$ cat config.mk
export PLATFORM = sky130hd
export DESIGN_NAME = sensor_lut_interpolator
export DESIGN_NICKNAME = d
export VERILOG_FILES = /design/src/rtl/core/slut_pkg.sv /design/src/rtl/core/slut_table.sv /design/src/rtl/core/slut_div.sv /design/src/rtl/core/sensor_lut_interpolator.sv
export SDC_FILE = /design/constraint.sdc
export NUM_CORES = 2
export LEC_CHECK = 0
export BUFFER_PORTS_ARGS = -buffer_cell sky130_fd_sc_hd__clkbuf_2
export CORE_MARGIN = 5
export CORE_UTILIZATION = 50
export DETAILED_ROUTE_END_ITERATION = 6
export PLACE_DENSITY_LB_ADDON = 0.08
export SKIP_LAST_GASP = 1
export SLEW_MARGIN = 20
export SYNTH_ARGS = -nofsm -noshare
export SYNTH_HDL_FRONTEND = slang
export SYNTH_HIERARCHICAL = 1
export SYNTH_SLANG_ARGS = --single-unit
$ cat constraint.sdc
create_clock -name clk -period 8.2 [get_ports clk]
set_input_delay 1.64 -clock clk [delete_from_list [all_inputs] [get_ports clk]]
set_output_delay 1.64 -clock clk [all_outputs]
set_load 0.01 [all_outputs]
$ cat src/rtl/core/slut_pkg.sv
// shared codes, widths and types of the sensor lookup table interpolator
`default_nettype none

package slut_pkg;

    localparam int ENTRY_INDEX_WIDTH = 5;
    localparam int LENGTH_WIDTH      = 6;
    localparam int CFG_INDEX_WIDTH   = 4;
    localparam int CFG_DATA_WIDTH    = 8;

    localparam logic CMD_LOAD    = 1'b0;
    localparam logic CMD_CONVERT = 1'b1;

    localparam logic MODE_FALLING = 1'b0;
    localparam logic MODE_RISING  = 1'b1;

    localparam logic [CFG_INDEX_WIDTH-1:0] CFG_TABLE_LENGTH = 4'd0;
    localparam logic [CFG_INDEX_WIDTH-1:0] CFG_COEFF_MODE   = 4'd1;

    localparam logic [LENGTH_WIDTH-1:0] LENGTH_RESET = 6'd2;

    typedef struct packed {
        logic busy;
        logic done;
    } div_status_t;

endpackage

`default_nettype wire

$ cat src/rtl/core/slut_table.sv
// breakpoint and mapped value table, one write port, one registered read port
`default_nettype none

module slut_table #(
    parameter int DEPTH = 32,
    parameter int AW    = 5,
    parameter int WIDTH = 40
) (
    input  wire logic             clk,
    input  wire logic             wr_en,
    input  wire logic [AW-1:0]    wr_addr,
    input  wire logic [WIDTH-1:0] wr_data,
    input  wire logic [AW-1:0]    rd_addr,
    output logic      [WIDTH-1:0] rd_data
);

    logic [WIDTH-1:0] mem [DEPTH];

    always_ff @(posedge clk)
    begin
        if (wr_en)
        begin
            mem[wr_addr] <= wr_data;
        end
    end

    always_ff @(posedge clk)
    begin
        rd_data <= mem[rd_addr];
    end

endmodule

`default_nettype wire

$ cat src/rtl/core/slut_div.sv
// restoring serial divider, one quotient bit per cycle
`default_nettype none

module slut_div #(
    parameter int NUM_W = 41,
    parameter int DEN_W = 24
) (
    input  wire logic              clk,
    input  wire logic              rst_n,
    input  wire logic              start,
    input  wire logic [NUM_W-1:0]  dividend,
    input  wire logic [DEN_W-1:0]  divisor,
    output logic      [NUM_W-1:0]  quotient,
    output slut_pkg::div_status_t  status
);

    localparam int CW = $clog2(NUM_W + 1);

    logic [DEN_W-1:0] rem_reg, rem_next;
    logic [DEN_W-1:0] den_reg, den_next;
    logic [NUM_W-1:0] quo_reg, quo_next;
    logic [CW-1:0]    cnt_reg, cnt_next;
    logic             busy_reg, busy_next;
    logic             done_reg, done_next;
    logic [DEN_W:0]   trial;
    logic             take;

    always_comb
    begin
        trial     = {rem_reg, quo_reg[NUM_W-1]};
        take      = trial >= {1'b0, den_reg};
        rem_next  = rem_reg;
        den_next  = den_reg;
        quo_next  = quo_reg;
        cnt_next  = cnt_reg;
        busy_next = busy_reg;
        done_next = 1'b0;
        if (start)
        begin
            rem_next  = '0;
            den_next  = divisor;
            quo_next  = dividend;
            cnt_next  = CW'(NUM_W);
            busy_next = 1'b1;
        end
        else if (busy_reg)
        begin
            rem_next = take ? DEN_W'(trial - {1'b0, den_reg}) : trial[DEN_W-1:0];
            quo_next = {quo_reg[NUM_W-2:0], take};
            cnt_next = cnt_reg - CW'(1);
            if (cnt_reg == CW'(1))
            begin
                busy_next = 1'b0;
                done_next = 1'b1;
            end
        end
    end

    always_ff @(posedge clk or negedge rst_n)
    begin
        if (!rst_n)
        begin
            cnt_reg  <= '0;
            busy_reg <= 1'b0;
            done_reg <= 1'b0;
        end
        else
        begin
            cnt_reg  <= cnt_next;
            busy_reg <= busy_next;
            done_reg <= done_next;
        end
    end

    always_ff @(posedge clk)
    begin
        rem_reg <= rem_next;
        den_reg <= den_next;
        quo_reg <= quo_next;
    end

    assign quotient    = quo_reg;
    assign status.busy = busy_reg;
    assign status.done = done_reg;

endmodule

`default_nettype wire

$ cat src/rtl/core/sensor_lut_interpolator.sv
// top level: table load, segment scan and interpolation of sensor readings
//
//   channel   direction  handshake                 payload
//   req       in         req_valid / req_stall     command, entry_index, breakpoint_value,
//                                                  mapped_value, measured_value
//   rsp       out        rsp_valid / rsp_stall     converted_value, out_of_range
//   cfg       in         cfg_valid / cfg_ready     cfg_index, cfg_data
//
// a load request is written to the table as it is taken; the table write port is the only resource
// a convert scans one entry per cycle, s = 1 to n - 1 steps for n entries in use, then divides;
// its result is posted after the divide, or without one when the reading equals the last breakpoint,
// and straight after the range check when it is out of range
// reset clears control and configuration only; table contents are undefined until loaded
// a finished result waits in the output register while the next request is taken
`default_nettype none

module sensor_lut_interpolator #(
    parameter int TABLE_DEPTH = 32,
    parameter int RAW_WIDTH   = 24,
    parameter int VALUE_WIDTH = 16
) (
    input  wire logic                                   clk,
    input  wire logic                                   rst_n,
    input  wire logic                                   req_valid,
    output logic                                        req_stall,
    input  wire logic                                   command,
    input  wire logic [slut_pkg::ENTRY_INDEX_WIDTH-1:0] entry_index,
    input  wire logic [RAW_WIDTH-1:0]                   breakpoint_value,
    input  wire logic signed [VALUE_WIDTH-1:0]          mapped_value,
    input  wire logic [RAW_WIDTH-1:0]                   measured_value,
    output logic                                        rsp_valid,
    input  wire logic                                   rsp_stall,
    output logic signed [VALUE_WIDTH-1:0]               converted_value,
    output logic                                        out_of_range,
    input  wire logic                                   cfg_valid,
    output logic                                        cfg_ready,
    input  wire logic [slut_pkg::CFG_INDEX_WIDTH-1:0]   cfg_index,
    input  wire logic [slut_pkg::CFG_DATA_WIDTH-1:0]    cfg_data
);

    localparam int AW = (TABLE_DEPTH > 2) ? $clog2(TABLE_DEPTH) : 1;
    localparam int EW = RAW_WIDTH + VALUE_WIDTH;
    localparam int MW = VALUE_WIDTH + 1;
    localparam int PW = RAW_WIDTH + MW;

    typedef enum logic [2:0] {
        ST_IDLE,
        ST_FIRST,
        ST_LAST,
        ST_SCAN,
        ST_MUL,
        ST_DIV,
        ST_FINISH
    } state_t;

    state_t state_reg, state_next;

    logic [slut_pkg::LENGTH_WIDTH-1:0] table_length_reg;
    logic                              coeff_mode_reg;

    logic [RAW_WIDTH-1:0]          meas_reg, meas_next;
    logic [RAW_WIDTH-1:0]          prev_bp_reg, prev_bp_next;
    logic signed [VALUE_WIDTH-1:0] prev_map_reg, prev_map_next;
    logic signed [VALUE_WIDTH-1:0] last_map_reg, last_map_next;
    logic [AW-1:0]                 idx_reg, idx_next;
    logic [RAW_WIDTH-1:0]          num_reg, num_next;
    logic [RAW_WIDTH-1:0]          den_reg, den_next;
    logic [MW-1:0]                 mag_reg, mag_next;
    logic                          neg_reg, neg_next;
    logic signed [VALUE_WIDTH-1:0] res_reg, res_next;
    logic                          err_reg, err_next;
    logic                          rsp_valid_reg, rsp_valid_next;
    logic signed [VALUE_WIDTH-1:0] conv_reg, conv_next;
    logic                          oor_reg, oor_next;

    logic                          req_fire;
    logic [31:0]                   idx_ext;
    logic [31:0]                   len_ext;
    logic [31:0]                   last_ext;
    logic [AW-1:0]                 last_idx;
    logic                          wr_en;
    logic [AW-1:0]                 rd_addr;
    logic [EW-1:0]                 rd_data;
    logic [RAW_WIDTH-1:0]          rd_bp;
    logic signed [VALUE_WIDTH-1:0] rd_map;
    logic                          rising;
    logic                          past;
    logic                          outside;
    logic signed [MW-1:0]          d_calc;
    logic [PW-1:0]                 product;
    logic [PW-1:0]                 quotient;
    logic [MW-1:0]                 q;
    logic signed [MW:0]            sum;
    logic                          div_start;
    slut_pkg::div_status_t         div_status;

    // configuration registers
    assign cfg_ready = 1'b1;

    always_ff @(posedge clk or negedge rst_n)
    begin
        if (!rst_n)
        begin
            table_length_reg <= slut_pkg::LENGTH_RESET;
            coeff_mode_reg   <= slut_pkg::MODE_FALLING;
        end
        else if (cfg_valid && cfg_ready)
        begin
            unique case (cfg_index)
                slut_pkg::CFG_TABLE_LENGTH:
                    table_length_reg <= cfg_data[slut_pkg::LENGTH_WIDTH-1:0];
                slut_pkg::CFG_COEFF_MODE:
                    coeff_mode_reg <= cfg_data[0];
                default:
                    ;
            endcase
        end
    end

    assign req_stall = (state_reg != ST_IDLE);
    assign req_fire  = req_valid && !req_stall;
    assign idx_ext   = 32'(entry_index);
    assign wr_en     = req_fire && (command == slut_pkg::CMD_LOAD)
                       && (idx_ext < 32'(TABLE_DEPTH));

    // clamp of the length in use
    assign len_ext = 32'(table_length_reg);

    always_comb
    begin
        if (len_ext < 32'd2)
        begin
            last_ext = 32'd1;
        end
        else if (len_ext > 32'(TABLE_DEPTH))
        begin
            last_ext = 32'(TABLE_DEPTH - 1);
        end
        else
        begin
            last_ext = len_ext - 32'd1;
        end
    end

    assign last_idx = last_ext[AW-1:0];

    always_comb
    begin
        unique case (state_reg)
            ST_IDLE:  rd_addr = '0;
            ST_FIRST: rd_addr = last_idx;
            ST_LAST:  rd_addr = AW'(1);
            ST_SCAN:  rd_addr = idx_reg + AW'(1);
            default:  rd_addr = '0;
        endcase
    end

    slut_table #(
        .DEPTH (TABLE_DEPTH),
        .AW    (AW),
        .WIDTH (EW)
    ) u_table (
        .clk     (clk),
        .wr_en   (wr_en),
        .wr_addr (idx_ext[AW-1:0]),
        .wr_data ({breakpoint_value, mapped_value}),
        .rd_addr (rd_addr),
        .rd_data (rd_data)
    );

    assign rd_bp  = rd_data[EW-1:VALUE_WIDTH];
    assign rd_map = $signed(rd_data[VALUE_WIDTH-1:0]);
    assign rising = (coeff_mode_reg == slut_pkg::MODE_RISING);

    assign past    = rising ? (rd_bp > meas_reg) : (rd_bp < meas_reg);
    assign outside = rising ? (meas_reg < prev_bp_reg || meas_reg > rd_bp)
                            : (meas_reg > prev_bp_reg || meas_reg < rd_bp);
    assign d_calc  = $signed({rd_map[VALUE_WIDTH-1], rd_map})
                     - $signed({prev_map_reg[VALUE_WIDTH-1], prev_map_reg});

    assign product   = PW'(num_reg) * PW'(mag_reg);
    assign div_start = (state_reg == ST_MUL);

    slut_div #(
        .NUM_W (PW),
        .DEN_W (RAW_WIDTH)
    ) u_div (
        .clk      (clk),
        .rst_n    (rst_n),
        .start    (div_start),
        .dividend (product),
        .divisor  (den_reg),
        .quotient (quotient),
        .status   (div_status)
    );

    assign q   = quotient[MW-1:0];
    assign sum = neg_reg ? ($signed({{2{res_reg[VALUE_WIDTH-1]}}, res_reg}) - $signed({1'b0, q}))
                         : ($signed({{2{res_reg[VALUE_WIDTH-1]}}, res_reg}) + $signed({1'b0, q}));

    always_comb
    begin
        state_next     = state_reg;
        meas_next      = meas_reg;
        prev_bp_next   = prev_bp_reg;
        prev_map_next  = prev_map_reg;
        last_map_next  = last_map_reg;
        idx_next       = idx_reg;
        num_next       = num_reg;
        den_next       = den_reg;
        mag_next       = mag_reg;
        neg_next       = neg_reg;
        res_next       = res_reg;
        err_next       = err_reg;
        conv_next      = conv_reg;
        oor_next       = oor_reg;
        rsp_valid_next = rsp_valid_reg && rsp_stall;
        unique case (state_reg)
            ST_IDLE:
            begin
                if (req_fire && command == slut_pkg::CMD_CONVERT)
                begin
                    meas_next  = measured_value;
                    state_next = ST_FIRST;
                end
            end
            ST_FIRST:
            begin
                prev_bp_next  = rd_bp;
                prev_map_next = rd_map;
                state_next    = ST_LAST;
            end
            ST_LAST:
            begin
                last_map_next = rd_map;
                idx_next      = AW'(1);
                if (outside)
                begin
                    err_next   = 1'b1;
                    res_next   = '0;
                    state_next = ST_FINISH;
                end
                else
                begin
                    err_next   = 1'b0;
                    state_next = ST_SCAN;
                end
            end
            ST_SCAN:
            begin
                if (past)
                begin
                    // segment found: prev entry is its start
                    num_next   = rising ? (meas_reg - prev_bp_reg) : (prev_bp_reg - meas_reg);
                    den_next   = rising ? (rd_bp - prev_bp_reg) : (prev_bp_reg - rd_bp);
                    neg_next   = d_calc[MW-1];
                    mag_next   = d_calc[MW-1] ? MW'(-d_calc) : MW'(d_calc);
                    res_next   = prev_map_reg;
                    state_next = ST_MUL;
                end
                else if (idx_reg == last_idx)
                begin
                    res_next   = last_map_reg;
                    state_next = ST_FINISH;
                end
                else
                begin
                    prev_bp_next  = rd_bp;
                    prev_map_next = rd_map;
                    idx_next      = idx_reg + AW'(1);
                end
            end
            ST_MUL:
            begin
                state_next = ST_DIV;
            end
            ST_DIV:
            begin
                if (div_status.done)
                begin
                    res_next   = sum[VALUE_WIDTH-1:0];
                    state_next = ST_FINISH;
                end
            end
            ST_FINISH:
            begin
                if (!rsp_valid_reg || !rsp_stall)
                begin
                    conv_next      = res_reg;
                    oor_next       = err_reg;
                    rsp_valid_next = 1'b1;
                    state_next     = ST_IDLE;
                end
            end
            default:
            begin
                state_next = ST_IDLE;
            end
        endcase
    end

    always_ff @(posedge clk or negedge rst_n)
    begin
        if (!rst_n)
        begin
            state_reg     <= ST_IDLE;
            rsp_valid_reg <= 1'b0;
        end
        else
        begin
            state_reg     <= state_next;
            rsp_valid_reg <= rsp_valid_next;
        end
    end

    always_ff @(posedge clk)
    begin
        meas_reg     <= meas_next;
        prev_bp_reg  <= prev_bp_next;
        prev_map_reg <= prev_map_next;
        last_map_reg <= last_map_next;
        idx_reg      <= idx_next;
        num_reg      <= num_next;
        den_reg      <= den_next;
        mag_reg      <= mag_next;
        neg_reg      <= neg_next;
        res_reg      <= res_next;
        err_reg      <= err_next;
        conv_reg     <= conv_next;
        oor_reg      <= oor_next;
    end

    assign rsp_valid       = rsp_valid_reg;
    assign converted_value = conv_reg;
    assign out_of_range    = oor_reg;

    a_convert_busy: assert property (@(posedge clk) disable iff (!rst_n)
        req_valid && !req_stall && command == slut_pkg::CMD_CONVERT |=> req_stall)
        else $error("convert request did not make the block busy");

    a_error_zero: assert property (@(posedge clk) disable iff (!rst_n)
        rsp_valid && out_of_range |-> converted_value == '0)
        else $error("out of range result is not zero");

    a_div_done_state: assert property (@(posedge clk) disable iff (!rst_n)
        div_status.done |-> state_reg == ST_DIV)
        else $error("divider finished outside the divide state");

    a_div_busy: assert property (@(posedge clk) disable iff (!rst_n)
        state_reg == ST_DIV && !div_status.done |-> div_status.busy)
        else $error("divider idle while a divide is awaited");

    a_rsp_from_finish: assert property (@(posedge clk) disable iff (!rst_n)
        $rose(rsp_valid) |-> $past(state_reg == ST_FINISH))
        else $error("response raised without a finished convert");

endmodule

`default_nettype wire
==> out/results.tsv <==
metric	value	unit
post-synth net total	6908	
worst r2r src	num_reg[6]	
register name with the most flops	u_table/mem	
worst hold path type	reg2reg	
# fillers	13490	
Max transition margin	20.16	%
commonest non-fill, non-tap cells in the layout	edfxtp_1 (1,530), mux2i_1 (655), inv_1 (581)	
Worst EP required	8720	ps
slowest stage delay, CP	720	ps
Initial Util	50.18	%
antenna-violating nets left	0	
area of the core	164600	um^2
CTS tree	yes	
Critical Path Most Common Cell	fa_1	
Nets	7007	
commonest non-fill, non-tap cell in the layout	edfxtp_1	
Mapped Area	82600	um^2
clk slew on worst S/H paths	50	ps
Worst EP arrival	8250	ps
global-route wire length before repair	315800	um
CP Capture Type	flip-flop	
Worst Setup Start Kind	flip-flop	
Tmin final	7734	ps
slew of the pin with the lowest slew margin	1195	ps
antenna violations before repair	13	
Final Hold Fails	0	
Worst-Skew Late Latency	810	ps
Root Buffer	clkbuf_16	
global-route usage over all layers	24.01	%
clock tree sinks	1613	
critical-path maximum fanout	17	
r2r setup slk	470	ps
total number of vias	48790	
Post-CTS Setup Inserts	0	
vias in the first global route	49400	
Reg2Reg Capture Point	u_div/quotient[39]	
max-cap viol count	0	
Ports	107	
layout cells sized above 1	9.039	%
clock tree buffer depth	3	
period utilisation layout	94.32	%
max-slew violation count	0	
run status	complete, no violations	
R2R cell count	22	
final WL	208900	um
critical-path cell list	and2_1, fa_1, inv_1, fa_1, fa_1, fa_1, inv_1, fa_1, inv_1, fa_1, inv_1, ha_1, a21oi_1, o21ai_1, a221o_1, o21ai_1, a21oi_1, o31a_1, a221o_1, a311o_1, xor2_1, mux2_2	
DP HPWL	130400	um
total negative slack	0	ps
RSZ-0062 raised after global routing	no	
max reg flops	1280	
CTS Buf Count	173	
Die W	416.4	um
Final setup viols	0	
Hold Crit Start	den_reg[19]	
Setup CP Type	reg2reg	
Ys Warns	6	
end of the critical path	u_div/quotient[39]	
Pre-antenna DRT Iters	5	
slowest stage cell, crit path	edfxtp_1	
drt wl/cell	24.23	um
largest net degree at the start of global routing	105	
H-Tree Depth	4	
Die H	416.4	um
hold_buf cts	0	
skew final	48.66	ps
grt ovf	0	
Avg Inst Size Synth	13.34	um^2
row cnt	149	
Post-CTS Resized	0	
Post-Synthesis Cells	6192	
Fmax	129.3	MHz
CP startpoint	num_reg[6]	
DRT iter0 DRCs	3658	
P&R area growth vs syn	10.39	%
via density per instance	5.659	
RePlAce Congestion	0.8748	
DRC viols	0	
Die Area	173400	um^2
I/O Buffers	103	
## stage by stage
stage	setup WS [ps]	hold WS, ps	util (%)	cell area (um^2)	cells
floorplan	1190	400.3	-	82600	6192
global placement	463.5	402.3	52.03	85640	8305
detailed placement	482.6	404.5	52.03	85640	8305
CTS	449.2	417.1	55.38	91160	8617
global route	201.5	427.6	55.38	91170	8618
finish	465.6	415.9	55.39	91180	8621
## final cells by class
cell class                      count  area, um^2  share of cell area (%)
Timing Repair Buffer              221        1489                   1.633
Multi-Input combinational cell   3697       31520                   34.57
Sequential cell                  1613       47700                   52.32
Clock inverter                     93       885.9                  0.9716
Inverter                          585        2196                   2.408
Clock buffer                      219        4633                   5.082
Antenna cell                        4       10.01                 0.01098
Tap cell                         2189        2739                   3.004
## worst max-delay path, delay by kind of cell (launching register included)
kind | cells | cell delay, ps
multiplexers | 1 | 260
XOR/XNOR | 1 | 140
buffers and inverters | 4 | 240
AO/OA/AOI/OAI | 8 | 2330
AND/OR/NAND/NOR | 1 | 330
adder cells (fa/ha/maj) | 7 | 3470
flip-flops | 1 | 720
## layer usage
layer / part of all wire [%] / wire (um) / GRT usage (%)
met1: 44 / 91250 / 32.48
met2: 50 / 105000 / 41.57
met3: 4.2 / 8684 / 3.348
met4: 1.9 / 3876 / 5.214
met5: 0.010 / 21 / 0
## how the worst min path moves through the flow
stage | endpoint | slack [ps] | cells past startpoint
detailed placement | u_div/den_reg[10] | 400 | 0
CTS | u_div/den_reg[19] | 420 | 0
global placement | u_div/den_reg[21] | 400 | 0
finish | u_div/den_reg[19] | 420 | 0
global route | u_div/den_reg[9] | 430 | 0
floorplan | out_of_range | 400 | 0
Power is not shown: default switching activity piles up to over one toggle a cycle in this logic, so the estimate is an artifact.
